`src/sv/fpc_pkg.sv`:
```
package fpc_pkg;

  typedef enum logic [1:0] {
    REQ_S2H = 2'd0,
    REQ_H2S = 2'd1,
    REQ_S2B = 2'd2,
    REQ_B2S = 2'd3
  } req_t;

  // Operand class. For half sources, CLS_NAN stands for the all-ones
  // exponent, which covers both infinity and NaN.
  typedef enum logic [2:0] {
    CLS_ZERO,
    CLS_SUB,
    CLS_NORM,
    CLS_INF,
    CLS_NAN
  } cls_t;

  localparam logic [7:0]  SGL_EXP_ONES  = 8'hFF;
  localparam logic [4:0]  HLF_EXP_ONES  = 5'h1F;
  localparam logic [7:0]  EXP_BIAS_DIFF = 8'd112;
  localparam logic [7:0]  HLF_OVF_EXP   = 8'd143;
  localparam logic [7:0]  HLF_TINY_EXP  = 8'd102;
  localparam logic [7:0]  SUB_SHIFT_REF = 8'd126;
  localparam logic [7:0]  SUB_EXP_REF   = 8'd113;
  localparam logic [14:0] HLF_INF       = 15'h7C00;
  localparam logic [14:0] HLF_QNAN      = 15'h7E00;

  typedef struct packed {
    logic        valid;
    req_t        req;
    cls_t        cls;
    logic [4:0]  hex;
    logic [4:0]  sh;
    logic [3:0]  lz;
    logic [31:0] operand;
  } dec_t;

  typedef struct packed {
    logic        valid;
    logic [31:0] base;
    logic        inc;
  } rnd_t;

endpackage

```
`src/sv/fpc_decode.sv`:
```
module fpc_decode (
  input  logic             clk,
  input  logic             rst_n,
  input  logic             in_valid,
  input  logic [1:0]       in_req_type,
  input  logic [31:0]      in_operand,
  output fpc_pkg::dec_t    dec
);

  fpc_pkg::dec_t dec_r;
  fpc_pkg::dec_t dec_nxt;

  logic [7:0] ex32;
  logic [4:0] ex16;
  logic [9:0] fr16;
  logic [7:0] hex_full;
  logic [7:0] sh_full;
  logic [3:0] lz;

  assign ex32     = in_operand[30:23];
  assign ex16     = in_operand[14:10];
  assign fr16     = in_operand[9:0];
  assign hex_full = ex32 - fpc_pkg::EXP_BIAS_DIFF;
  assign sh_full  = fpc_pkg::SUB_SHIFT_REF - ex32;

  // Shifts needed to bring the top set bit of a half subnormal fraction
  // up to the hidden-bit position.
  always_comb begin
    lz = 4'd10;
    for (int i = 0; i < 10; i++) begin
      if (fr16[i]) begin
        lz = 4'(10 - i);
      end
    end
  end

  always_comb begin
    dec_nxt         = '0;
    dec_nxt.valid   = in_valid;
    dec_nxt.req     = fpc_pkg::req_t'(in_req_type);
    dec_nxt.hex     = hex_full[4:0];
    dec_nxt.sh      = sh_full[4:0];
    dec_nxt.lz      = lz;
    dec_nxt.operand = in_operand;
    dec_nxt.cls     = fpc_pkg::CLS_NORM;
    unique case (fpc_pkg::req_t'(in_req_type))
      fpc_pkg::REQ_S2H: begin
        if (ex32 == fpc_pkg::SGL_EXP_ONES) begin
          dec_nxt.cls = (in_operand[22:0] != '0) ? fpc_pkg::CLS_NAN : fpc_pkg::CLS_INF;
        end else if (ex32 >= fpc_pkg::HLF_OVF_EXP) begin
          dec_nxt.cls = fpc_pkg::CLS_INF;
        end else if (ex32 < fpc_pkg::HLF_TINY_EXP) begin
          dec_nxt.cls = fpc_pkg::CLS_ZERO;
        end else if (ex32 <= fpc_pkg::EXP_BIAS_DIFF) begin
          dec_nxt.cls = fpc_pkg::CLS_SUB;
        end else begin
          dec_nxt.cls = fpc_pkg::CLS_NORM;
        end
      end
      fpc_pkg::REQ_H2S: begin
        if (ex16 == '0) begin
          dec_nxt.cls = (fr16 == '0) ? fpc_pkg::CLS_ZERO : fpc_pkg::CLS_SUB;
        end else if (ex16 == fpc_pkg::HLF_EXP_ONES) begin
          dec_nxt.cls = fpc_pkg::CLS_NAN;
        end else begin
          dec_nxt.cls = fpc_pkg::CLS_NORM;
        end
      end
      fpc_pkg::REQ_S2B: dec_nxt.cls = fpc_pkg::CLS_NORM;
      fpc_pkg::REQ_B2S: dec_nxt.cls = fpc_pkg::CLS_NORM;
    endcase
  end

  always_ff @(posedge clk) begin
    if (!rst_n) begin
      dec_r.valid <= 1'b0;
    end else begin
      dec_r <= dec_nxt;
    end
  end

  assign dec = dec_r;

endmodule

```
`src/sv/fpc_round.sv`:
```
module fpc_round (
  input  logic          clk,
  input  logic          rst_n,
  input  fpc_pkg::dec_t dec,
  output fpc_pkg::rnd_t rnd
);

  fpc_pkg::rnd_t rnd_r;
  fpc_pkg::rnd_t rnd_nxt;

  logic [31:0] op;
  logic [47:0] shifted;
  logic [10:0] norm16;
  logic [7:0]  sub_exp;
  logic [7:0]  nrm_exp;

  assign op      = dec.operand;
  assign shifted = {1'b1, op[22:0], 24'b0} >> dec.sh;
  assign norm16  = {1'b0, op[9:0]} << dec.lz;
  assign sub_exp = fpc_pkg::SUB_EXP_REF - {4'b0, dec.lz};
  assign nrm_exp = {3'b0, op[14:10]} + fpc_pkg::EXP_BIAS_DIFF;

  always_comb begin
    rnd_nxt       = '0;
    rnd_nxt.valid = dec.valid;
    unique case (dec.req)
      fpc_pkg::REQ_S2H: begin
        case (dec.cls)
          fpc_pkg::CLS_ZERO: rnd_nxt.base = {16'b0, op[31], 15'b0};
          fpc_pkg::CLS_INF:  rnd_nxt.base = {16'b0, op[31], fpc_pkg::HLF_INF};
          fpc_pkg::CLS_NAN:  rnd_nxt.base = {16'b0, op[31], fpc_pkg::HLF_QNAN};
          fpc_pkg::CLS_SUB: begin
            // Shift is at least 14, so the kept mantissa fits in ten bits.
            rnd_nxt.base = {16'b0, op[31], 5'b0, shifted[33:24]};
            rnd_nxt.inc  = shifted[23] & ((|shifted[22:0]) | shifted[24]);
          end
          default: begin
            rnd_nxt.base = {16'b0, op[31], dec.hex, op[22:13]};
            rnd_nxt.inc  = op[12] & ((|op[11:0]) | op[13]);
          end
        endcase
      end
      fpc_pkg::REQ_H2S: begin
        case (dec.cls)
          fpc_pkg::CLS_ZERO: rnd_nxt.base = {op[15], 31'b0};
          fpc_pkg::CLS_SUB:  rnd_nxt.base = {op[15], sub_exp, norm16[9:0], 13'b0};
          fpc_pkg::CLS_NAN:  rnd_nxt.base = {op[15], fpc_pkg::SGL_EXP_ONES, op[9:0], 13'b0};
          default:           rnd_nxt.base = {op[15], nrm_exp, op[9:0], 13'b0};
        endcase
      end
      fpc_pkg::REQ_S2B: begin
        rnd_nxt.base = {16'b0, op[31:16]};
        rnd_nxt.inc  = op[15] & ((|op[14:0]) | op[16]);
      end
      fpc_pkg::REQ_B2S: rnd_nxt.base = {op[15:0], 16'b0};
    endcase
  end

  always_ff @(posedge clk) begin
    if (!rst_n) begin
      rnd_r.valid <= 1'b0;
    end else begin
      rnd_r <= rnd_nxt;
    end
  end

  assign rnd = rnd_r;

endmodule

```
`src/sv/fpc_pack.sv`:
```
module fpc_pack (
  input  logic          clk,
  input  logic          rst_n,
  input  fpc_pkg::rnd_t rnd,
  output logic          out_valid,
  output logic [31:0]   out_result
);

  logic        out_valid_r;
  logic [31:0] out_result_r;
  logic [31:0] out_result_nxt;

  // The increment stays in the low half: a half-precision carry runs from the
  // mantissa into the exponent, and bfloat16 wraps within 16 bits.
  assign out_result_nxt = {rnd.base[31:16], rnd.base[15:0] + {15'b0, rnd.inc}};

  always_ff @(posedge clk) begin
    if (!rst_n) begin
      out_valid_r <= 1'b0;
    end else begin
      out_valid_r <= rnd.valid;
    end
  end

  always_ff @(posedge clk) begin
    out_result_r <= out_result_nxt;
  end

  assign out_valid  = out_valid_r;
  assign out_result = out_result_r;

endmodule

```
`src/sv/float_format_converter.sv`:
```
// A request accepted at a clock edge passes the decode, round and pack
// registers (three register stages) before its result is strobed on out_valid.
// Throughput: one request per cycle; busy never rises, since the stages
// always advance and the receiver cannot stall.
// Reset: synchronous active-low rst_n clears the stage valid bits only.
module float_format_converter (
  input  logic        clk,
  input  logic        rst_n,
  input  logic        start,
  output logic        busy,
  input  logic [1:0]  in_req_type,
  input  logic [31:0] in_operand,
  output logic        out_valid,
  output logic [31:0] out_result
);

  fpc_pkg::dec_t dec;
  fpc_pkg::rnd_t rnd;

  assign busy = 1'b0;

  fpc_decode u_decode (
    .clk         (clk),
    .rst_n       (rst_n),
    .in_valid    (start),
    .in_req_type (in_req_type),
    .in_operand  (in_operand),
    .dec         (dec)
  );

  fpc_round u_round (
    .clk   (clk),
    .rst_n (rst_n),
    .dec   (dec),
    .rnd   (rnd)
  );

  fpc_pack u_pack (
    .clk        (clk),
    .rst_n      (rst_n),
    .rnd        (rnd),
    .out_valid  (out_valid),
    .out_result (out_result)
  );

endmodule

```
`config.mk`:
```
export PLATFORM = sky130hd
export DESIGN_NAME = float_format_converter
export DESIGN_NICKNAME = d
export VERILOG_FILES = /design/src/sv/fpc_pkg.sv /design/src/sv/fpc_decode.sv /design/src/sv/fpc_round.sv /design/src/sv/fpc_pack.sv /design/src/sv/float_format_converter.sv
export SDC_FILE = /design/constraint.sdc
export NUM_CORES = 1
export LEC_CHECK = 0
export BUFFER_PORTS_ARGS = -buffer_cell sky130_fd_sc_hd__buf_2
export CORE_UTILIZATION = 59
export DETAILED_ROUTE_END_ITERATION = 10
export PLACE_DENSITY = 0.77
export SKIP_LAST_GASP = 1
export SYNTH_ARGS = -nofsm -noshare
export SYNTH_HDL_FRONTEND = slang
export SYNTH_SLANG_ARGS = --single-unit
```
`constraint.sdc`:
```
create_clock -name clk -period 3.6 [get_ports clk]
set_input_delay 0.72 -clock clk [delete_from_list [all_inputs] [get_ports clk]]
set_output_delay 0.72 -clock clk [all_outputs]
set_load 0.005 [all_outputs]
```
==> results.rst, run 1 <==
.. list-table::
   :header-rows: 1

   * - Metric
     - Value
   * - Buffers on Ports
     - 69
   * - Row count
     - 37
   * - Final setup vio count
     - 0
   * - Setup repair after global routing missed its margin
     - false
   * - Top-Level Pins
     - 71
   * - Max-slew headroom at the worst pin
     - 34.1%
   * - Leftover overflow at the end of global routing
     - 0
   * - Share of final-layout standard cells stronger than drive strength 1
     - 23.4%
   * - XOR/XNOR share of the synthesized area
     - 2.54%
   * - Mean Syn Cell Area
     - 10.8 um2
   * - Total via count in the routed design
     - 5028
   * - First-pass GRT wire length
     - 25300 um
   * - Power per standard cell area
     - 541 mW/mm2
   * - Die outline area
     - 0.0109 mm2
   * - Die extent in y
     - 105 um
   * - Synth-to-Final Area Change
     - 15.6%
   * - Area of the placeable core
     - 0.0103 mm2
   * - Number of instances resized during post-cts repair
     - 0
   * - IR Drop Worst-Case VDD
     - 0.000368 V
   * - Synth Flop Type
     - sky130_fd_sc_hd__edfxtp_1
   * - Detailed-routing iteration count for the pre-antenna-repair pass
     - 6
   * - Worst Setup Path Type
     - reg2reg
   * - Final HPWL from detailed placement
     - 11200 um
   * - Max Fanout on Critical Path
     - 18
   * - Hold Fails Final Rpt
     - 0
   * - Result of the run
     - finished, final reports clean
   * - # Post-CTS Setup Buffers
     - 0
   * - Register bit count reported by yosys
     - 114
   * - Largest family of logic cells by synthesized area
     - multiplexers
   * - Global Route Usage Sum
     - 30.9%
   * - Final setup TNS
     - 0 ps
   * - Final hold slack
     - 340 ps
   * - Iteration-0 DRC count of the detailed router
     - 591
   * - Worst Setup Slack, final
     - 339 ps
   * - Post-synthesis sequential area ratio
     - 49.5%
   * - Clock transition at the register clock pins on the worst setup and hold paths after CTS
     - 60 ps
   * - Largest net degree at the start of global routing
     - 83
   * - Final Core Density
     - 69.9%
   * - DRC violations left
     - 0
   * - Post-synthesis share of cell area spent on and, or, nand and nor gates
     - 14.7%
   * - Post-Route WL
     - 16000 um
   * - Count of unique library cells instantiated by Yosys
     - 60
   * - Hold crit path type
     - reg2reg
   * - Net count of the mapped netlist
     - 617
   * - Later-pin clock latency in the skew report
     - 530 ps
   * - Final period utilization
     - 90.6%
   * - Number of slew-limit violations in the final report
     - 0
   * - # clock sinks
     - 114
   * - Worst EP required
     - 3880 ps
   * - Average vias per placed instance
     - 6.47
   * - Maximum clock skew at final layout
     - 7.23 ps
   * - Pre-CTS worst setup slack
     - 399 ps
   * - Startpoint type of the worst setup path
     - flop
   * - Ant. Diodes
     - 0
   * - Via count of the first global-routing pass
     - 4636
   * - Maximum level of the CTS H-tree
     - 4
   * - Number of enable flip-flop cells after synthesis
     - 79
   * - Effective utilization at floorplan
     - 60.4%
   * - Async SR Flop Fraction
     - 0%
   * - Worst-Margin Slew
     - 988 ps
   * - Max Root-Sink Buffers
     - 2
   * - Antenna Nets Post-Route
     - 0
   * - TritonCTS Buffers
     - 17
   * - Data arrival at the endpoint of the critical path
     - 3540 ps
   * - Clock Root Buffer
     - sky130_fd_sc_hd__clkbuf_8
   * - Number of antenna violations at the first check in global routing
     - 0
   * - Routed WL per cell
     - 20.6 um
   * - Multiplexer fraction of the synthesized cell area
     - 15.2%
   * - Static power due to leakage
     - 2.83 nW
   * - Number of nets in the layout
     - 671
   * - TritonCTS clock tree
     - yes
   * - Die boundary width
     - 105 um
   * - Max cap viols
     - 0
   * - Post-synthesis compound-gate area fraction
     - 12.4%
   * - Achievable clock frequency
     - 307 MHz
   * - Worst setup EP type
     - flop
   * - # hold bufs at CTS
     - 0
   * - Synthesized instance count
     - 574
   * - RePlAce Congestion
     - 0.933
   * - Post-Syn Area
     - 0.00621 mm2
   * - Yosys Warn Count
     - 0
   * - Fin crit period
     - 3260 ps
   * - Adder-cell area share of the yosys netlist
     - 1.21%
## per-layer routing
layer / global-route usage (%) / up-vias / wire (um)
met5: 0 / - / 0
met4: 12.6 / 0 / 316
met3: 8.30 / 29 / 1570
met2: 48.2 / 307 / 7690
met1: 41.2 / 2426 / 6410
li1: - / 2266 / -
## Yosys cell counts (15+ instances only)
master / count / area [um2]
sky130_fd_sc_hd__a21oi_1: 34 / 170
sky130_fd_sc_hd__clkbuf_1: 36 / 135
sky130_fd_sc_hd__dfxtp_1: 35 / 701
sky130_fd_sc_hd__edfxtp_1: 79 / 2370
sky130_fd_sc_hd__inv_1: 19 / 71.3
sky130_fd_sc_hd__mux2_2: 19 / 214
sky130_fd_sc_hd__mux2i_1: 31 / 310
sky130_fd_sc_hd__mux4_2: 15 / 338
sky130_fd_sc_hd__nand2_1: 41 / 154
sky130_fd_sc_hd__nand3_1: 15 / 75.1
sky130_fd_sc_hd__nor2_1: 50 / 188
sky130_fd_sc_hd__nor3_1: 20 / 100
sky130_fd_sc_hd__o21ai_0: 20 / 100
## logic make-up (layout without fill, tap and decap cells)
| group | count (synthesis) | count (layout) |
|---|---|---|
| AND/OR/NAND/NOR | 187 | 187 |
| AO/OA/AOI/OAI | 115 | 115 |
| flip-flops | 114 | 114 |
| multiplexers | 68 | 68 |
| buffers and inverters | 65 | 132 |
| XOR/XNOR | 18 | 18 |
| adder cells (fa/ha/maj) | 6 | 6 |
| other | 1 | 1 |
## sequential cells by signal, indices dropped and copies added, names as in the netlist
register           cells
u_round.rnd           34
u_pack.out_result     32
u_decode.dec          47
u_pack.out_valid       1
## path summary, 6_finish.rpt
kind / endpoint / slack, ps / cells past startpoint / startpoint
worst max-delay path: u_round.rnd[0] / 340 / 8 / u_decode.dec[23]
worst min-delay path: u_pack.out_result[26] / 340 / 0 / u_round.rnd[27]
worst max register to register: u_round.rnd[0] / 340 / 8 / u_decode.dec[23]
worst min register to register: u_pack.out_result[26] / 340 / 0 / u_round.rnd[27]
## cell type report
class / instances / area (um2)
fill: 778 / 3100
sequential: 114 / 3070
multi-input combinational: 395 / 2860
timing repair buffer: 79 / 423
clock buffer: 17 / 414
tap: 136 / 170
clock inverter: 15 / 160
inverter: 21 / 78.8
## worst max-delay path, stage by stage, from the launching register on
cell,delay [ps]
sky130_fd_sc_hd__edfxtp_1,910
sky130_fd_sc_hd__buf_4,410
sky130_fd_sc_hd__mux2i_1,230
sky130_fd_sc_hd__mux2_2,220
sky130_fd_sc_hd__nor3b_1,50
sky130_fd_sc_hd__or3_1,380
sky130_fd_sc_hd__nor4b_1,340
sky130_fd_sc_hd__a21oi_1,110
sky130_fd_sc_hd__o32a_1,350
## power breakdown
group	switching (mW)	internal (mW)
Combinational	0.347	0.281
Clock	0.617	0.988
Sequential	0.124	1.53
Total	1.09	2.80
## metrics by stage
stage | power [mW] | area, um2 | instances
2_1_floorplan | 2.05 | 6210 | 574
3_3_place_gp | 2.27 | 6610 | 745
5_1_grt | 4.03 | 7180 | 777
6_report | 3.89 | 7180 | 777
3_5_place_dp | 2.28 | 6610 | 745
4_1_cts | 3.89 | 7180 | 777
## cell usage in the layout (no fill, tap or decap), drive strengths merged, types with 4 or more instances in the layout
cell,synthesis,routed
edfxtp,79,79
buf,8,79
nor2,50,50
nand2,41,41
dfxtp,35,35
a21oi,34,34
mux2i,31,31
inv,19,22
o21ai,20,20
nor3,20,20
mux2,19,19
mux4,18,18
clkbuf,36,17
nand3,15,15
xnor2,14,14
nor2b,11,11
a221oi,11,11
and2,9,9
nor4,7,7
clkinv,2,7
a211oi,6,6
and3,6,6
a22oi,6,6
nand2b,6,6
ha,6,6
nand4,5,5
clkinvlp,0,5
a21o,4,4
or3,4,4
o211ai,4,4
a31oi,4,4
xor2,4,4
Note: power is estimated with default switching activity, not from simulation.
==> run 2: changes to the inputs <==
--- a/config.mk
+++ b/config.mk
@@ -5,10 +5,11 @@
 export SDC_FILE = /design/constraint.sdc
 export NUM_CORES = 1
 export LEC_CHECK = 0
-export BUFFER_PORTS_ARGS = -buffer_cell sky130_fd_sc_hd__buf_2
-export CORE_UTILIZATION = 59
+export CORE_UTILIZATION = 60
+export CTS_CLUSTER_DIAMETER = 40
 export DETAILED_ROUTE_END_ITERATION = 10
-export PLACE_DENSITY = 0.77
+export DONT_BUFFER_PORTS = 1
+export PLACE_DENSITY = 0.73
 export SKIP_LAST_GASP = 1
 export SYNTH_ARGS = -nofsm -noshare
 export SYNTH_HDL_FRONTEND = slang
==> run 2 against run 1 <==
Clock power increased by 7%. Register-to-register slack improved by 480 ps. Sequential share of layout area increased by 1.9 points. Critical path type unchanged. Largest cell class unchanged.
==> results.rst, run 2 (synthesis gave the netlist of run 1 again) <==
.. list-table::
   :header-rows: 1

   * - Metric
     - Value
   * - Power per standard cell area
     - 569 mW/mm2 (+5.2%)
   * - Buffers on Ports
     - 0 (-100%)
   * - Effective utilization at floorplan
     - 62.7% (+2.2 points)
   * - Iteration-0 DRC count of the detailed router
     - 726 (+23%)
   * - RePlAce Congestion
     - 0.925 (-0.91%)
   * - Die boundary width
     - 104 um (-0.82%)
   * - Number of nets in the layout
     - 601 (-10%)
   * - Detailed-routing iteration count for the pre-antenna-repair pass
     - 6 (unchanged)
   * - Number of antenna violations at the first check in global routing
     - 0 (unchanged)
   * - Crit-path leading delay family
     - multiplexers
   * - Maximum level of the CTS H-tree
     - 4 (unchanged)
   * - Via count of the first global-routing pass
     - 4451 (-4.0%)
   * - Clock transition at the register clock pins on the worst setup and hold paths after CTS
     - 60 ps (about the same)
   * - Fin crit period
     - 2780 ps (-483 ps)
   * - Result of the run
     - finished, final reports clean
   * - Setup repair after global routing missed its margin
     - false
   * - Final setup vio count
     - 0 (unchanged)
   * - Startpoint type of the worst setup path
     - flop
   * - List of cells traversed by the critical path
     - buf_12 -> mux4_2 -> mux2_2 -> or4_1 -> o22ai_1 -> nand2_1 -> o32a_1
   * - Final setup TNS
     - 0 ps (unchanged)
   * - Final total power
     - 3.91 mW (+0.74%)
   * - Worst setup EP type
     - flop
   * - Antenna Nets Post-Route
     - 0 (unchanged)
   * - Die outline area
     - 0.0108 mm2 (-1.6%)
   * - Worst Setup Path Type
     - reg2reg
   * - Clock Root Buffer
     - sky130_fd_sc_hd__clkbuf_8
   * - Number of flip-flops in the largest register
     - 47 (unchanged)
   * - Fill cells
     - 747 (-4.0%)
   * - Max cap viols
     - 0 (unchanged)
   * - Largest stage delay, worst path
     - 530 ps (-380 ps)
   * - Worst EP required
     - 3860 ps (-20 ps)
   * - Static power due to leakage
     - 2.58 nW (-8.7%)
   * - Top-Level Pins
     - 71 (unchanged)
   * - CP bufs+invs
     - 1 (unchanged)
   * - Hold Fails Final Rpt
     - 0 (unchanged)
   * - Leading cell type in the layout, fill and taps excluded
     - sky130_fd_sc_hd__edfxtp_1
   * - Final period utilization
     - 77.2% (-13 points)
   * - Synth-to-Final Area Change
     - 10.7%
   * - Maximum clock skew at final layout
     - 9.16 ps (+1.93 ps)
   * - Hold crit path type
     - in2reg
   * - IR Drop Worst-Case VDD
     - 0.000360 V (-2.4%)
   * - Number of instances resized during post-cts repair
     - 0 (unchanged)
   * - Max-slew headroom at the worst pin
     - 52.9% (+19 points)
   * - DRC violations left
     - 0 (unchanged)
   * - Leftover overflow at the end of global routing
     - 0 (unchanged)
   * - Area of the placeable core
     - 0.00991 mm2 (-3.6%)
   * - Share of final-layout standard cells stronger than drive strength 1
     - 13.5% (-9.9 points)
   * - Later-pin clock latency in the skew report
     - 510 ps (-20 ps)
   * - TritonCTS Buffers
     - 17 (unchanged)
   * - Die extent in y
     - 104 um (-0.82%)
   * - Post-Route WL
     - 15100 um (-5.8%)
   * - Placed Instance Area
     - 0.00626 mm2 (-5.2%)
   * - Library cell contributing the largest single delay on the critical path
     - sky130_fd_sc_hd__mux4_2
   * - Final Core Density
     - 69.4% (-0.46 points)
   * - Number of slew-limit violations in the final report
     - 0 (unchanged)
   * - Data arrival at the endpoint of the critical path
     - 3040 ps (-500 ps)
   * - Max Root-Sink Buffers
     - 2 (unchanged)
   * - Largest net degree at the start of global routing
     - 83 (unchanged)
   * - Worst-Margin Slew
     - 704 ps (-284 ps)
   * - Routed WL per cell
     - 21.4 um (+4.0%)
   * - First-pass GRT wire length
     - 23800 um (-5.8%)
   * - Ant. Diodes
     - 0 (unchanged)
   * - # clock sinks
     - 114 (unchanged)
   * - TritonCTS clock tree
     - yes
   * - Average vias per placed instance
     - 6.55 (+1.3%)
   * - Achievable clock frequency
     - 360 MHz (+17%)
   * - Row count
     - 36 (-2.7%)
   * - # Post-CTS Setup Buffers
     - 0 (unchanged)
   * - Top library cells by usage in the layout, fill and taps aside
     - sky130_fd_sc_hd__edfxtp_1, sky130_fd_sc_hd__nor2_1, sky130_fd_sc_hd__nand2_1
   * - Total via count in the routed design
     - 4614 (-8.2%)
   * - Global Route Usage Sum
     - 29.2% (-1.7 points)
   * - # hold bufs at CTS
     - 0 (unchanged)
   * - Final HPWL from detailed placement
     - 10700 um (-4.3%)
   * - Max Fanout on Critical Path
     - 27 (+9)
   * - Final non-filler cell area
     - 0.00688 mm2 (-4.2%)
-- run 2: cell types whose count changed in the layout (fill, tap and decap cells not counted), sizes merged --
cell | before | now
buf | 79 | 9
clkinvlp | 5 | 0
inv | 22 | 20
clkbuf | 17 | 25
clkinv | 7 | 6
-- run 2: where the power goes --
| part | switching, mW | internal (mW) | total, mW | leakage, nW |
|---|---|---|---|---|
| logic | 0.297 | 0.249 | 0.546 | 1.19 |
| clock network | 0.574 | 1.14 | 1.72 | 0.308 |
| registers | 0.123 | 1.53 | 1.65 | 1.08 |
| total | 0.994 | 2.92 | 3.91 | 2.58 |
-- run 2: final cells by class --
cell class / count / area (um2) / share of cell area [%]
inverter: 21 / 78.8 / 1.15
clock buffer: 25 / 528 / 7.68
clock inverter: 7 / 90.1 / 1.31
tap: 133 / 166 / 2.42
multi-input combinational: 395 / 2860 / 41.6
timing repair buffer: 9 / 80.1 / 1.16
sequential: 114 / 3070 / 44.7
-- run 2: worst paths after layout --
kind         slack [ps]             start                     to  depth (start not counted)
max reg2reg         820  u_decode.dec[23]         u_round.rnd[0]                          7
min                 300    in_operand[24]       u_decode.dec[24]                          0
min reg2reg         340   u_round.rnd[17]  u_pack.out_result[16]                          0
max                 820  u_decode.dec[23]         u_round.rnd[0]                          7
-- run 2: per-layer routing --
| layer | GRT usage (%) | vias to the layer above | wire length [um] |
|---|---|---|---|
| li1 | - | 2125 | - |
| met1 | 39.5 | 2198 | 6360 |
| met2 | 46.3 | 264 | 7160 |
| met3 | 6.29 | 27 | 1250 |
| met4 | 11.3 | 0 | 295 |
| met5 | 0 | - | 0 |
-- run 2: metrics by stage --
step | setup slack [ps] | cells | hold slack, ps
floorplan | 1030 | 574 | 323
global placement | 884 | 672 | 324
detailed placement | 838 | 672 | 329
CTS | 825 | 704 | 286
global route | 682 | 704 | 282
finish | 822 | 704 | 301
==> run 3: changes to the inputs <==
==> constraint.sdc (replaced) <==
create_clock -name clk -period 2.7 [get_ports clk]
set_input_delay 0.54 -clock clk [delete_from_list [all_inputs] [get_ports clk]]
set_output_delay 0.54 -clock clk [all_outputs]
set_load 0.005 [all_outputs]
==> run 3 against run 2 <==
Via count increased by 5.5%. Worst hold slack got worse by 180 ps. The run now ends with setup timing left. Critical endpoint unchanged. Combinational power increased by 57%. Global-route usage increased by 1.8 points. Clock skew decreased by 0.64 ps. Largest power group is now sequential cells.
==> results.rst, run 3 (synthesis gave the netlist of run 1 again) <==
.. list-table::
   :header-rows: 1

   * - Metric
     - Value
   * - Result of the run
     - finished with violations
   * - Violations in the final reports
     - setup timing
   * - Final setup TNS
     - -5.27 ps (-5.27 ps)
   * - Depth of the critical timing path with buffers and inverters included
     - 7 (unchanged)
   * - Number of nets in the layout
     - 634 (+5.5%)
   * - Number of flip-flops in the largest register
     - 47 (unchanged)
   * - Worst EP required
     - 2960 ps (-900 ps)
   * - Library cell contributing the largest single delay on the critical path
     - sky130_fd_sc_hd__mux4_2
   * - IR Drop Worst-Case VDD
     - 0.000415 V (+16%)
   * - Top library cells by usage in the layout, fill and taps aside
     - sky130_fd_sc_hd__edfxtp_1, sky130_fd_sc_hd__nor2_1, sky130_fd_sc_hd__nand2_1
   * - Footprint of the multi-input gates
     - 0.00288 mm2 (+0.74%)
   * - Static power due to leakage
     - 2.71 nW (+5.0%)
   * - List of cells traversed by the critical path
     - buf_12 -> mux4_2 -> mux2_2 -> or4_1 -> o22ai_1 -> nand2_1 -> o32a_1
   * - Die boundary width
     - 104 um (unchanged)
   * - Row count
     - 36 (unchanged)
   * - Final period utilization
     - 100% (+23 points)
   * - DRC violations left
     - 0 (unchanged)
   * - Average vias per placed instance
     - 6.61 (+0.80%)
   * - Clock share of power
     - 41.4% (-2.5 points)
   * - Worst R2R Setup Slack
     - -5 ps (-830 ps)
   * - Fill cells
     - 716 (-4.1%)
   * - Worst setup EP type
     - flop
   * - Source of the worst register-to-register timing path
     - u_decode.dec[23]
   * - RePlAce Congestion
     - 0.920 (-0.54%)
   * - Maximum clock skew at final layout
     - 8.52 ps (-0.643 ps)
   * - Leftover overflow at the end of global routing
     - 0 (unchanged)
   * - Max Fanout on Critical Path
     - 18 (-33%)
   * - Final non-filler cell area
     - 0.00711 mm2 (+3.4%)
   * - Via count of the first global-routing pass
     - 4756 (+6.9%)
   * - Largest stage delay, worst path
     - 530 ps (about the same)
   * - Top-Level Pins
     - 71 (unchanged)
   * - Antenna Nets Post-Route
     - 0 (unchanged)
   * - Crit-path leading delay family
     - multiplexers
   * - Area of the placeable core
     - 0.00991 mm2 (unchanged)
   * - Fin crit period
     - 2710 ps (-72.5 ps)
   * - Data arrival at the endpoint of the critical path
     - 2960 ps (-80 ps)
   * - Net switching component of the power
     - 1.42 mW (+43%)
   * - Final setup vio count
     - 1 (+1)
   * - Detailed-routing iteration count for the pre-antenna-repair pass
     - 6 (unchanged)
   * - Critical path startpoint
     - u_decode.dec[23]
   * - Final Core Density
     - 71.7% (+2.3 points)
   * - Die extent in y
     - 104 um (unchanged)
   * - Number of antenna violations at the first check in global routing
     - 0 (unchanged)
   * - Startpoint type of the worst setup path
     - flop
   * - Total via count in the routed design
     - 4869 (+5.5%)
   * - CP bufs+invs
     - 1 (unchanged)
   * - Worst Setup Path Type
     - reg2reg
   * - Global Route Usage Sum
     - 31.0% (+1.8 points)
   * - Switching part of the total
     - 27.4% (+2.1 points)
   * - Worst Setup Slack, final
     - -5.27 ps (-827 ps)
   * - Routed WL per cell
     - 21.9 um (+2.2%)
   * - Post-Route WL
     - 16100 um (+7.0%)
   * - Maximum level of the CTS H-tree
     - 4 (unchanged)
   * - Placed Instance Area
     - 0.00650 mm2 (+3.8%)
   * - Number of slew-limit violations in the final report
     - 0 (unchanged)
   * - Max-slew headroom at the worst pin
     - 59.7% (+6.8 points)
   * - Non-filler cells, final
     - 737 (+4.7%)
   * - Max Root-Sink Buffers
     - 2 (unchanged)
   * - Achievable clock frequency
     - 370 MHz (+2.7%)
   * - Synth-to-Final Area Change
     - 14.5%
   * - # clock sinks
     - 114 (unchanged)
   * - Buffers on Ports
     - 0 (unchanged)
   * - Worst-Margin Slew
     - 604 ps (-99.7 ps)
   * - Share of final-layout standard cells stronger than drive strength 1
     - 19.4% (+5.9 points)
   * - Setup repair after global routing missed its margin
     - true
   * - # hold bufs at CTS
     - 0 (unchanged)
   * - TritonCTS clock tree
     - yes
   * - Register cell area after layout
     - 0.00307 mm2 (unchanged)
   * - Max cap viols
     - 0 (unchanged)
   * - Seq pwr share
     - 42.0% (-0.2 points)
   * - Clock Root Buffer
     - sky130_fd_sc_hd__clkbuf_8
   * - Effective utilization at floorplan
     - 62.7% (unchanged)
   * - Die outline area
     - 0.0108 mm2 (unchanged)
   * - Final HPWL from detailed placement
     - 11600 um (+8.8%)
   * - Later-pin clock latency in the skew report
     - 510 ps (about the same)
   * - Hold Fails Final Rpt
     - 0 (unchanged)
   * - Largest net degree at the start of global routing
     - 83 (unchanged)
   * - Destination of the worst register-to-register timing path
     - u_round.rnd[0]
   * - Internal cell power
     - 3.75 mW (+28%)
   * - Leading cell type in the layout, fill and taps excluded
     - sky130_fd_sc_hd__edfxtp_1
   * - Placed Instances
     - 704 (+4.8%)
   * - Worst reg-to-reg path cell count
     - 7 (unchanged)
   * - Iteration-0 DRC count of the detailed router
     - 569 (-22%)
   * - Clock transition at the register clock pins on the worst setup and hold paths after CTS
     - 60 ps (about the same)
   * - Destination of the critical timing path
     - u_round.rnd[0]
   * - Ant. Diodes
     - 0 (unchanged)
   * - Power per standard cell area
     - 728 mW/mm2 (+28%)
   * - Hold crit path type
     - in2reg
   * - Pre-CTS worst setup slack
     - -37.0 ps (-875 ps)
   * - TritonCTS Buffers
     - 17 (unchanged)
   * - First-pass GRT wire length
     - 25300 um (+6.1%)
   * - Combinational fraction of design power
     - 16.6% (+2.6 points)
[run 3: changes by cell type in the layout (fill, tap and decap cells not counted), moves of 2 or more]
cell | before | now
sky130_fd_sc_hd__clkinv_4 | 1 | 7
sky130_fd_sc_hd__clkbuf_1 | 3 | 0
sky130_fd_sc_hd__clkinvlp_4 | 0 | 3
sky130_fd_sc_hd__buf_4 | 8 | 40
sky130_fd_sc_hd__clkbuf_16 | 19 | 16
sky130_fd_sc_hd__clkbuf_8 | 3 | 1
[run 3: power groups by stage]
stage / combinational, mW / clock [mW] / sequential, mW
after floorplan: 0.608 / 0 / 2.13
after global placement: 0.818 / 0 / 2.19
after detailed placement: 0.823 / 0 / 2.20
after CTS: 0.835 / 2.17 / 2.17
after global routing: 0.920 / 2.24 / 2.19
final: 0.859 / 2.14 / 2.17
[run 3: cell type report]
class,instances,share of cell area (%)
repair buffers,42,4.66
clock buffers,17,5.83
inverters,21,1.11
multi-input cells,395,40.5
well taps,133,2.34
clock inverters,15,2.29
flip-flops and latches,114,43.2
[run 3: stage by stage]
step / power, mW / hold WS [ps]
2_1_floorplan: 2.74 / 323
6_report: 5.17 / 119
5_1_grt: 5.35 / 99.4
4_1_cts: 5.17 / 107
3_3_place_gp: 3.01 / 325
3_5_place_dp: 3.03 / 328
[run 3: layer usage]
layer  wire [um]  GRT usage, %  part of all wire [%]
met3        1570          7.49                   9.7
met1        6510          40.3                    40
met2        7700          50.0                    48
met4         342          12.3                   2.1
met5           0             0                     0
[run 3: worst min-delay path by stage]
stage                    start  cells after the start                     to  slack, ps
5_1_grt         in_operand[29]                      0       u_decode.dec[29]        100
6_report         in_operand[1]                      0        u_decode.dec[1]        120
2_1_floorplan  u_round.rnd[17]                      0  u_pack.out_result[16]        320
3_3_place_gp   u_round.rnd[18]                      0  u_pack.out_result[17]        320
4_1_cts          in_operand[9]                      0        u_decode.dec[9]        110
3_5_place_dp   u_round.rnd[18]                      0  u_pack.out_result[17]        330
[run 3: repair_timing]
item,in CTS,in global routing
gates resized for setup,2,3
endpoints found under the setup margin,1,4
hold endpoints to repair,0,0
setup buffers,0,1
[run 3: worst register-to-register path, cell delays in order (launching register included)]
cell and delay [ps]:
sky130_fd_sc_hd__edfxtp_1 370, sky130_fd_sc_hd__buf_12 190, sky130_fd_sc_hd__mux4_2 540, sky130_fd_sc_hd__mux2_2 290, sky130_fd_sc_hd__or4_1 500, sky130_fd_sc_hd__o22ai_1 140
sky130_fd_sc_hd__nand2_1 80, sky130_fd_sc_hd__o32a_1 340
